File: src/hdl/fvr_pkg.sv
// fvr_pkg: shared types, constants and helpers of the fan voltage regulator
// no dependencies; imported by every module of the block

package fvr_pkg;

  // fixed timing of the slot counter and the fuse no-load counter
  localparam logic [4:0] SLOT_PERIOD    = 5'd30;
  localparam logic [4:0] CUR_SLOT_FIRST = 5'd20;
  localparam logic [4:0] REG_SLOT_LAST  = 5'd10;
  localparam logic [6:0] NO_LOAD_LIMIT  = 7'd100;

  // over-current, over-voltage and no-load counter limits
  localparam logic [2:0] OC_MAX   = 3'd7;
  localparam logic [2:0] OC_FORCE = 3'd5;
  localparam logic [3:0] OV_MAX   = 4'd15;
  localparam logic [6:0] NL_MAX   = 7'd127;

  // forced duties under over-current
  localparam logic [7:0] DUTY_OC_HIGH = 8'd1;
  localparam logic [7:0] DUTY_OC_MID  = 8'd11;

  // start duties per mode
  localparam logic [7:0] DUTY_START_1 = 8'd5;
  localparam logic [7:0] DUTY_START_2 = 8'd8;
  localparam logic [7:0] DUTY_START_3 = 8'd11;

  // voltage windows for nudging
  localparam logic [11:0] V_LOW_GATE = 12'd100;
  localparam logic [11:0] V1_UP      = 12'd1200;
  localparam logic [11:0] V1_DN3     = 12'd1350;
  localparam logic [11:0] V1_DN1     = 12'd1280;
  localparam logic [11:0] V2_UP      = 12'd1550;
  localparam logic [11:0] V2_DN3     = 12'd1700;
  localparam logic [11:0] V2_DN1     = 12'd1630;
  localparam logic [11:0] V3_UP      = 12'd2100;
  localparam logic [11:0] V3_DN4     = 12'd2350;
  localparam logic [11:0] V3_DN2     = 12'd2250;
  localparam logic [11:0] V3_DN1     = 12'd2200;

  localparam int unsigned CFG_DATA_W = 12;

  typedef enum logic [1:0] {
    MODE_OFF = 2'd0,
    MODE_LOW = 2'd1,
    MODE_MID = 2'd2,
    MODE_TOP = 2'd3
  } fan_mode_t;

  typedef enum logic [2:0] {
    CFG_OVERVOLT_LEVEL   = 3'd0,
    CFG_OVERVOLT_RELEASE = 3'd1,
    CFG_OVERVOLT_LIMIT   = 3'd2,
    CFG_FUSE_HOLD        = 3'd3,
    CFG_CUR_LOW          = 3'd4,
    CFG_CUR_MID          = 3'd5,
    CFG_CUR_HIGH         = 3'd6,
    CFG_DUTY_CAP         = 3'd7
  } cfg_index_t;

  typedef struct packed {
    logic [11:0] overvolt_level;
    logic [11:0] overvolt_release;
    logic [3:0]  overvolt_count_limit;
    logic [6:0]  fuse_hold_slots;
    logic [11:0] current_limit_low;
    logic [11:0] current_limit_mid;
    logic [11:0] current_limit_high;
    logic [7:0]  duty_cap_on;
  } cfg_t;

  localparam cfg_t CFG_RESET = '{
    overvolt_level:       12'd2700,
    overvolt_release:     12'd2100,
    overvolt_count_limit: 4'd9,
    fuse_hold_slots:      7'd100,
    current_limit_low:    12'd300,
    current_limit_mid:    12'd400,
    current_limit_high:   12'd500,
    duty_cap_on:          8'd16
  };

  typedef struct packed {
    logic        key_press;
    logic [11:0] fan_voltage;
    logic [11:0] out_current;
  } in_item_t;

  typedef struct packed {
    logic [1:0] mode_now;
    logic       fan_enable;
    logic [7:0] applied_duty;
    logic       fuse_trip;
  } out_item_t;

  typedef struct packed {
    fan_mode_t  fan_mode;
    logic [4:0] slot_counter;
    logic [7:0] target_duty;
    logic [7:0] duty_limit;
    logic [3:0] overvolt_count;
    logic [6:0] hold_countdown;
    logic [2:0] overcurrent_count;
    logic [6:0] no_load_count;
    logic       fan_on_reg;
    logic [7:0] duty_out_reg;
  } state_t;

  localparam state_t STATE_RESET = '{
    fan_mode:          MODE_OFF,
    slot_counter:      5'd0,
    target_duty:       8'd5,
    duty_limit:        8'd0,
    overvolt_count:    4'd0,
    hold_countdown:    7'd0,
    overcurrent_count: 3'd0,
    no_load_count:     7'd0,
    fan_on_reg:        1'b0,
    duty_out_reg:      8'd0
  };

  function automatic logic [7:0] start_duty(input fan_mode_t mode);
    logic [7:0] d;
    case (mode)
      MODE_LOW: d = DUTY_START_1;
      MODE_MID: d = DUTY_START_2;
      default:  d = DUTY_START_3;
    endcase
    return d;
  endfunction

endpackage

File: src/hdl/fvr_cfg.sv
// fvr_cfg: configuration register file of the fan voltage regulator
// depends on fvr_pkg for the register layout, indexes and reset values

module fvr_cfg import fvr_pkg::*; (
  input  logic                  clk,
  input  logic                  rst_n,
  input  logic                  cfg_we,
  input  logic [2:0]            cfg_index,
  input  logic [CFG_DATA_W-1:0] cfg_wdata,
  output cfg_t                  cfg
);

  cfg_t cfg_r;
  cfg_t cfg_nxt;

  always_comb begin
    cfg_nxt = cfg_r;
    if (cfg_we) begin
      unique case (cfg_index_t'(cfg_index))
        CFG_OVERVOLT_LEVEL:   cfg_nxt.overvolt_level       = cfg_wdata[11:0];
        CFG_OVERVOLT_RELEASE: cfg_nxt.overvolt_release     = cfg_wdata[11:0];
        CFG_OVERVOLT_LIMIT:   cfg_nxt.overvolt_count_limit = cfg_wdata[3:0];
        CFG_FUSE_HOLD:        cfg_nxt.fuse_hold_slots      = cfg_wdata[6:0];
        CFG_CUR_LOW:          cfg_nxt.current_limit_low    = cfg_wdata[11:0];
        CFG_CUR_MID:          cfg_nxt.current_limit_mid    = cfg_wdata[11:0];
        CFG_CUR_HIGH:         cfg_nxt.current_limit_high   = cfg_wdata[11:0];
        CFG_DUTY_CAP:         cfg_nxt.duty_cap_on          = cfg_wdata[7:0];
        default:              cfg_nxt = cfg_r;
      endcase
    end
  end

  always_ff @(posedge clk) begin
    if (!rst_n) begin
      cfg_r <= CFG_RESET;
    end else begin
      cfg_r <= cfg_nxt;
    end
  end

  assign cfg = cfg_r;

endmodule

File: src/hdl/fvr_step.sv
// fvr_step: one control tick of the regulator as combinational logic
// depends on fvr_pkg; takes current state, config and a request, gives next state and result

module fvr_step import fvr_pkg::*; (
  input  state_t    st,
  input  cfg_t      cfg,
  input  in_item_t  req,
  output state_t    st_nxt,
  output out_item_t res
);

  logic [5:0]  slot_sum;
  logic        trip;
  logic        do_nudge;
  logic [11:0] v;
  logic [11:0] cur;
  logic [7:0]  d;
  state_t      ns;

  always_comb begin
    ns       = st;
    trip     = 1'b0;
    do_nudge = 1'b0;
    v        = req.fan_voltage;
    cur      = req.out_current;

    slot_sum = {1'b0, st.slot_counter} + 6'd1;
    ns.slot_counter = (slot_sum > {1'b0, SLOT_PERIOD}) ? 5'd0 : slot_sum[4:0];

    if (req.key_press) begin
      ns.fan_mode = fan_mode_t'(st.fan_mode + 2'd1);
      if (ns.fan_mode == MODE_OFF) begin
        ns.duty_limit = 8'd0;
      end else begin
        ns.target_duty = start_duty(ns.fan_mode);
        ns.duty_limit  = cfg.duty_cap_on;
        ns.fan_on_reg  = 1'b1;
      end
      ns.no_load_count = 7'd0;
    end

    if (ns.fan_mode != MODE_OFF) begin
      // current limiting in the late slots
      if (ns.slot_counter >= CUR_SLOT_FIRST) begin
        if (cur > cfg.current_limit_low) begin
          if (ns.overcurrent_count != OC_MAX) begin
            ns.overcurrent_count = ns.overcurrent_count + 3'd1;
          end
          if (ns.overcurrent_count >= OC_FORCE) begin
            if (cur > cfg.current_limit_high) begin
              ns.target_duty = DUTY_OC_HIGH;
            end else if (cur > cfg.current_limit_mid) begin
              ns.target_duty = DUTY_OC_MID;
            end else begin
              ns.target_duty = ns.target_duty - 8'd3;
            end
          end
        end else begin
          ns.overcurrent_count = 3'd0;
        end
      end

      if (ns.target_duty > ns.duty_limit) begin
        ns.target_duty = ns.duty_limit;
      end

      // fuse and nudging in the early slots
      if (ns.slot_counter <= REG_SLOT_LAST) begin
        if (ns.hold_countdown != 7'd0) begin
          ns.hold_countdown = ns.hold_countdown - 7'd1;
          ns.target_duty    = 8'd0;
          if (v < cfg.overvolt_release) begin
            ns.hold_countdown = 7'd0;
          end
        end else if (v > cfg.overvolt_level) begin
          if (ns.overvolt_count != OV_MAX) begin
            ns.overvolt_count = ns.overvolt_count + 4'd1;
          end
          if (ns.overvolt_count >= cfg.overvolt_count_limit) begin
            ns.target_duty    = 8'd0;
            ns.overvolt_count = 4'd0;
            ns.hold_countdown = cfg.fuse_hold_slots;
            trip              = 1'b1;
          end else begin
            do_nudge = 1'b1;
          end
        end else begin
          ns.overvolt_count = 4'd0;
          do_nudge          = 1'b1;
        end
      end

      d = ns.target_duty;
      if (do_nudge && (v > V_LOW_GATE)) begin
        case (ns.fan_mode)
          MODE_LOW: begin
            if (v < V1_UP)       d = d + 8'd1;
            else if (v > V1_DN3) d = d - 8'd3;
            else if (v > V1_DN1) d = d - 8'd1;
          end
          MODE_MID: begin
            if (v < V2_UP)       d = d + 8'd1;
            else if (v > V2_DN3) d = d - 8'd3;
            else if (v > V2_DN1) d = d - 8'd1;
          end
          default: begin
            if (v < V3_UP)       d = d + 8'd1;
            else if (v > V3_DN4) d = d - 8'd4;
            else if (v > V3_DN2) d = d - 8'd2;
            else if (v > V3_DN1) d = d - 8'd1;
          end
        endcase
      end
      ns.target_duty = d;

      if (trip) begin
        if (ns.no_load_count != NL_MAX) begin
          ns.no_load_count = ns.no_load_count + 7'd1;
        end
        if (ns.no_load_count >= NO_LOAD_LIMIT) begin
          ns.fan_on_reg    = 1'b0;
          ns.duty_out_reg  = 8'd0;
          ns.no_load_count = 7'd0;
        end
      end else begin
        ns.fan_on_reg    = 1'b1;
        ns.no_load_count = 7'd0;
        ns.duty_out_reg  = ns.target_duty;
      end
    end else begin
      d               = ns.target_duty;
      ns.fan_on_reg   = 1'b0;
      ns.duty_out_reg = 8'd0;
    end

    st_nxt           = ns;
    res.mode_now     = ns.fan_mode;
    res.fan_enable   = ns.fan_on_reg;
    res.applied_duty = ns.duty_out_reg;
    res.fuse_trip    = trip;
  end

endmodule

File: src/hdl/fan_voltage_regulator_with_fuse_top.sv
// fan_voltage_regulator_with_fuse_top: top level of the fan voltage regulator
// depends on fvr_pkg, fvr_cfg and fvr_step

// Each request is one control tick (key click, fan voltage, output current) and gives
// exactly one result (mode, fan enable, applied duty, fuse trip). A request is captured
// in an input register; the tick logic then updates the regulator state and loads the
// result register once that register is empty or being taken, which raises
// out_valid. One request is taken every cycle while the result side keeps up; the rate
// rests on the combinational state update that each tick depends on. Configuration registers
// are written through cfg_we/cfg_index/cfg_wdata and must only change while no request is
// in flight.
module fan_voltage_regulator_with_fuse_top import fvr_pkg::*; (
  input  logic                  clk,
  input  logic                  rst_n,
  input  logic                  in_valid,
  output logic                  in_ready,
  input  in_item_t              in_data,
  output logic                  out_valid,
  input  logic                  out_ready,
  output out_item_t             out_data,
  input  logic                  cfg_we,
  input  logic [2:0]            cfg_index,
  input  logic [CFG_DATA_W-1:0] cfg_wdata
);

  cfg_t      cfg;
  in_item_t  in_r;
  logic      in_vld_r;
  logic      in_vld_nxt;
  state_t    st_r;
  state_t    st_nxt;
  out_item_t out_r;
  logic      out_vld_r;
  logic      out_vld_nxt;
  out_item_t res;
  logic      advance;
  logic      fire;

  fvr_cfg u_cfg (
    .clk       (clk),
    .rst_n     (rst_n),
    .cfg_we    (cfg_we),
    .cfg_index (cfg_index),
    .cfg_wdata (cfg_wdata),
    .cfg       (cfg)
  );

  fvr_step u_step (
    .st     (st_r),
    .cfg    (cfg),
    .req    (in_r),
    .st_nxt (st_nxt),
    .res    (res)
  );

  // result register frees up when empty or being taken
  assign advance  = !out_vld_r || out_ready;
  assign fire     = in_vld_r && advance;
  assign in_ready = !in_vld_r || advance;

  always_comb begin
    in_vld_nxt  = in_vld_r;
    out_vld_nxt = out_vld_r;
    if (in_ready) begin
      in_vld_nxt = in_valid;
    end
    if (advance) begin
      out_vld_nxt = in_vld_r;
    end
  end

  always_ff @(posedge clk) begin
    if (!rst_n) begin
      in_vld_r  <= 1'b0;
      out_vld_r <= 1'b0;
      st_r      <= STATE_RESET;
    end else begin
      in_vld_r  <= in_vld_nxt;
      out_vld_r <= out_vld_nxt;
      if (fire) begin
        st_r <= st_nxt;
      end
    end
  end

  always_ff @(posedge clk) begin
    if (in_ready && in_valid) begin
      in_r <= in_data;
    end
    if (fire) begin
      out_r <= res;
    end
  end

  assign out_valid = out_vld_r;
  assign out_data  = out_r;

endmodule
File: config.mk
export PLATFORM = sky130hd
export DESIGN_NAME = fan_voltage_regulator_with_fuse_top
export DESIGN_NICKNAME = d
export VERILOG_FILES = /design/src/hdl/fvr_pkg.sv /design/src/hdl/fvr_cfg.sv /design/src/hdl/fvr_step.sv /design/src/hdl/fan_voltage_regulator_with_fuse_top.sv
export SDC_FILE = /design/constraint.sdc
export NUM_CORES = 1
export LEC_CHECK = 0
export BUFFER_PORTS_ARGS = -buffer_cell sky130_fd_sc_hd__clkbuf_2
export CAP_MARGIN = 0
export CORE_MARGIN = 2
export CORE_UTILIZATION = 43
export CTS_CLUSTER_DIAMETER = 100
export DETAILED_ROUTE_END_ITERATION = 10
export GPL_TIMING_DRIVEN = 1
export SYNTH_ARGS = -nofsm -noshare
export SYNTH_HDL_FRONTEND = slang
export SYNTH_SLANG_ARGS = --single-unit
export TNS_END_PERCENT = 5
File: constraint.sdc
create_clock -name clk -period 6.3 [get_ports clk]
set_input_delay 0.315 -clock clk [delete_from_list [all_inputs] [get_ports clk]]
set_output_delay 0.315 -clock clk [all_outputs]
set_load 0.05 [all_outputs]
Word-level counts from Yosys, hierarchy flattened
Index checks and enable logic that the tools add are counted.
{ "word_totals": {"out_inout_bits": 14, "elab_cells": 166, "register_bits": 171, "inputBits": 45} }
{ "classes": {"add_sub_neg": 12, "muxes": 65, "n_eq_ne": 14, "reduce_logical": 24, "order_cmp": 23, "n_bitwise": 1} }
{ "op_table": {"columns": ["cell", "n"], "rows": [
  ["$mux 8", 27],
  ["$mux 7", 7],
  ["$gt 12x11->1 const B", 4],
  ["$gt 12x12->1", 4],
  ["$mux 16", 3],
  ["$gt 12x12->1 const B", 3],
  ["$lt 12x11->1 const B", 2],
  ["$mux 4", 6],
  ["$sub 8x2->8 const B", 3],
  ["$pmux 8 s2", 1],
  ["$reduce_and 2->1", 8],
  ["$mux 3", 5],
  ["$eq 3x3->1 const B", 4],
  ["$gt 12x7->1 const B", 1],
  ["$lt 12x12->1", 1],
  ["$lt 12x12->1 const B", 1],
  ["$mux 1", 11],
  ["$mux 11", 1],
  ["$mux 9", 1],
  ["$add 8x1->8 const B", 1],
  ["$gt 8x8->1", 1],
  ["$pmux 4 s2", 1],
  ["$sub 8x1->8 const B", 1],
  ["$sub 8x3->8 const B", 1],
  ["32 further kinds", 41]
]} }

Logic depth before layout (Yosys ltp)
{ "logic_depth": {"ltp_word": 28, "ltp_mapped": 34, "mapped_depth_nobuf": 32} }

By module
A second synthesis with hierarchy kept.
{ "hier_totals": {"hier_cells": 1422, "area_unflattened_um2": 11987.7} }
{ "by_module_without_submodules": {"columns": ["mod", "area_per_inst_um2", "seq_area_each_um2", "cells_per_inst", "n_inst"], "rows": [
  ["fvr_step", 5539.1, 0.0, 852, 1],
  ["fan_voltage_regulator_with_fuse_top", 3373.2, 2212.1, 277, 1],
  ["fvr_cfg", 3075.4, 1581.5, 293, 1]
]} }

Worst setup path after synthesis
No wires, ideal clock.
{ "synth_path": {"kind": "reg2reg", "from": "reg st_r[51] (netlist name)", "to": "reg out_r (netlist bit out_data[6]), data pin", "setup_slack_ns": 0.072, "path_stages_with_launch": 31, "t_required_ns": 6.030, "setup_time_ns": 0.270, "n_path_buf": 2, "arrival_time_ns": 5.958, "synth_period_minus_slack_ns": 6.228, "cell_sequence": "dfxtp_1 ha_1 nand2b_1 clkbuf_1 o21a_1 inv_1 ha_1 or3_1 or4_1 nor3b_1 nand4_1 nor4_1 a311oi_1 inv_1 ha_1 and3_1 nand4_1 o21a_1 clkbuf_1 a221oi_1 nor2_1 inv_2 ha_1 nand2_1 o22ai_1 o22ai_1 a2111o_1 o2111ai_1 a311o_1 o211ai_1 a21oi_1"} }
{ "synth_rtl": {"columns": ["element", "line", "rtl"], "rows": [
  ["from (decl)", "fan_voltage_regulator_with_fuse_top.sv:30", "state_t st_r;"],
  ["from (signal assigned)", "fan_voltage_regulator_with_fuse_top.sv:81", "st_r <= st_nxt;"],
  ["to (signal assigned)", "fan_voltage_regulator_with_fuse_top.sv:91", "out_r <= res;"],
  ["to (decl)", "fan_voltage_regulator_with_fuse_top.sv:32", "out_item_t out_r;"]
]} }

==> flow_summary.ini <==
[flow_run]
max_cap_violations = 0

[floorplan]
die_y_um = 164
num_rows = 58
coreArea_um2 = 25100
dieArea_um2 = 26700
start_util_pct = 43.6
die_w_um = 164
pin_count = 59

[synthesis]
ys_seq_area_share_pct = 34.7
synthCells = 1360
synth_ff_type = dfxtp_1
synth_edf_count = 37
yosysTopAreaCell = dfxtp_1
netlist_area_um2 = 10900
synth.avg_cell_area_um2 = 8.05
synth_nets = 1499
yosysUniqueCellTypes = 86
synthTopCellsByArea = dfxtp_1 (25%), ha_1 (11%), edfxtp_1 (10%)
async_flop_share_pct = 0
ys_ff_latch = 171
synth_top_area_share_pct = 24.5
yosys_warnings = 0

[clocking]
cts_tree = yes
numCtsBuffers = 17
clockBufferDepth = 2
clk_latency_ns = 0.44
clockRootBuffer = clkbuf_16
htreeDepth = 4
clock-sinks = 171
path_clk_slew_ns = 0.07

[timing]
min_period_over_period_pct = 95.7
maxSlewViolCount = 0
worstMarginPinSlew_ns = 0.989
rsz0062_at_grt = true
fin_ws_ns = 0.274
hold_viol_final = 0
min_period_ns = 6.03
relSlewSlack_pct = 33.8
finalClockSkew_ns = 0.0152
setup-violations-final = 0
fmax_mhz = 166

[final_layout]
fin_area_um2 = 12400
area.growth.synth_to_final_pct = 13.5
diodes = 0
final_nets = 1554
drive_above_1_share_pct = 12.8
fillCellCount = 2472

[worst_setup_path]
crit_fanout = 4
slowest_delay_ns = 0.44
cp_data_arrival_time_ns = 6.36
critPathLaunchType = register
slowest_stage = or4_4
required_ns = 6.63
critPathKind = reg -> reg
setup.worst_path.end_class = register

[pwr]
irDropWorstVdd_v = 0.000184
p_total_uw = 3380
powerDensity_nw_per_um2 = 272
leakagePower_uw = 0.00492

[drt]
postRouteAntennaNets = 0
drt_iter0_markers = 717
routedWlPerCell_um = 17.6
drt_pass1_iterations = 5
wirelength_mm = 31.0
via_per_inst = 5.73
vias = 10100
drc_errors = 0

[run_status]
status = complete, no violations

[global_routing]
antenna_found_initial = 0
grt_use_total_pct = 23.6
grt_pass1_wl_mm = 50.0
overflow = 0
grt_pass1_vias = 9393
grt_max_degree = 74

[placed_design]
port_buffers = 58
dp_hpwl_mm = 22.6
dpl-instance-area_um2 = 11600
post-place-ws_ns = -0.112
place_congestion = 0.924

[min_path]
min_path_type = in -> reg
-- placed cells by master (no fill, tap or decap), types with 13 or more instances in the layout --
master     instances
o21ai_0           44
dfxtp_1          132
nor3_1            31
xnor2_1           25
nand2b_1          13
nor2_1            91
o211ai_1          35
buf_4             37
nand4_1           22
nand3_1           42
nor2b_1           15
inv_1             93
clkbuf_16         17
a211oi_1          19
nand2_1          233
edfxtp_1          37
mux2i_1           23
clkbuf_2          58
a21oi_1          134
ha_1              90
-- repair_timing --
action                                  CTS  global route
endpoints found under the setup margin    5            21
resized for setup                         2            32
setup buffers                             1             6
gates cloned                              0             1
pin swaps                                 0            10
hold buffers                              0             0
-- per-stage QoR --
stage | hold slack, ns | std cells | TNS [ns] | util, %
floorplan | 0.414 | 1360 | 0 | -
global placement | 0.440 | 1718 | 0 | 46.3
detailed placement | 0.447 | 1718 | -0.220 | 46.3
CTS | 0.0249 | 1751 | 0 | 48.7
global route | 0.0262 | 1758 | -0.282 | 49.5
finish | 0.0412 | 1758 | 0 | 49.5
-- cell usage after synthesis (8+ instances only) --
master,count
a211oi_1,20
a21o_1,12
a21oi_1,134
a22oi_1,12
a31oi_1,9
and3_1,11
clkbuf_1,49
dfxtp_1,134
edfxtp_1,37
ha_1,94
inv_1,94
mux2i_1,23
nand2_1,233
nand2b_1,14
nand3_1,43
nand4_1,22
nor2_1,91
nor2b_1,15
nor3_1,31
nor4_1,10
o211ai_1,35
o21a_1,10
o21ai_0,44
o21ai_1,8
or3_1,8
xnor2_1,26
-- cell families (layout without fill, tap and decap cells) --
| family | Yosys count | in the layout | share of synthesized area (%) |
|---|---|---|---|
| adder cells (fa/ha/maj) | 94 | 94 | 10.7 |
| multiplexers | 25 | 25 | 2.34 |
| flip-flops | 171 | 171 | 34.7 |
| buffers and inverters | 159 | 226 | 5.67 |
| AND/OR/NAND/NOR | 514 | 514 | 21.9 |
| XOR/XNOR | 29 | 29 | 2.32 |
| AO/OA/AOI/OAI | 368 | 369 | 22.4 |
-- routing by layer --
metal,up-vias,part of all wire [%],GRT usage [%]
met5,-,0,0
met4,0,3.0,8.25
met3,68,5.3,3.12
met2,312,46,38.7
met1,4703,46,31.9
li1,4988,-,-
-- path summary, 6_finish.rpt --
kind | slack (ns) | from | end | cells after the start
worst max-delay path | 0.27 | st_r[52] | st_r[6] | 32
worst min-delay path | 0.04 | in_data[17] | in_r[17] | 1
worst max register to register | 0.27 | st_r[52] | st_r[6] | 32
worst min register to register | 0.45 | u_cfg.cfg[2] | u_cfg.cfg[2] | 2
-- report_power, final --
part	total (uW)	switching, uW	internal (uW)	leakage (uW)
Sequential	1220	41.4	1170	0.00145
Clock	1060	527	530	0.000284
Combinational	1110	675	437	0.00319
Total	3380	1240	2140	0.00492
-- flip-flops by register name (all words and copies together) (netlist names) --
| name | cells |
|---|---|
| out_valid | 1 |
| u_cfg.cfg | 79 |
| in_r | 25 |
| out_data | 12 |
| st_r | 53 |
| in_vld_r | 1 |
-- worst max-delay path: cells and delay by family, from the launching register on --
kind | cells | cell delay [ns]
buffers and inverters | 4 | 0.39
multiplexers | 1 | 0.25
adder cells (fa/ha/maj) | 4 | 0.92
XOR/XNOR | 2 | 0.26
AND/OR/NAND/NOR | 12 | 2.33
AO/OA/AOI/OAI | 9 | 1.43
flip-flops | 1 | 0.35
-- final cells by class --
cell class                      count  area, um2  area share (%)
Multi-Input combinational cell   1031       6700            53.9
Sequential cell                   171       3800            30.6
Timing Repair Buffer               95        568            4.57
Clock buffer                       18        429            3.45
Tap cell                          330        413            3.32
Inverter                           99        374            3.01
Clock inverter                     14        144            1.16
(Power assumes the default switching activity.)
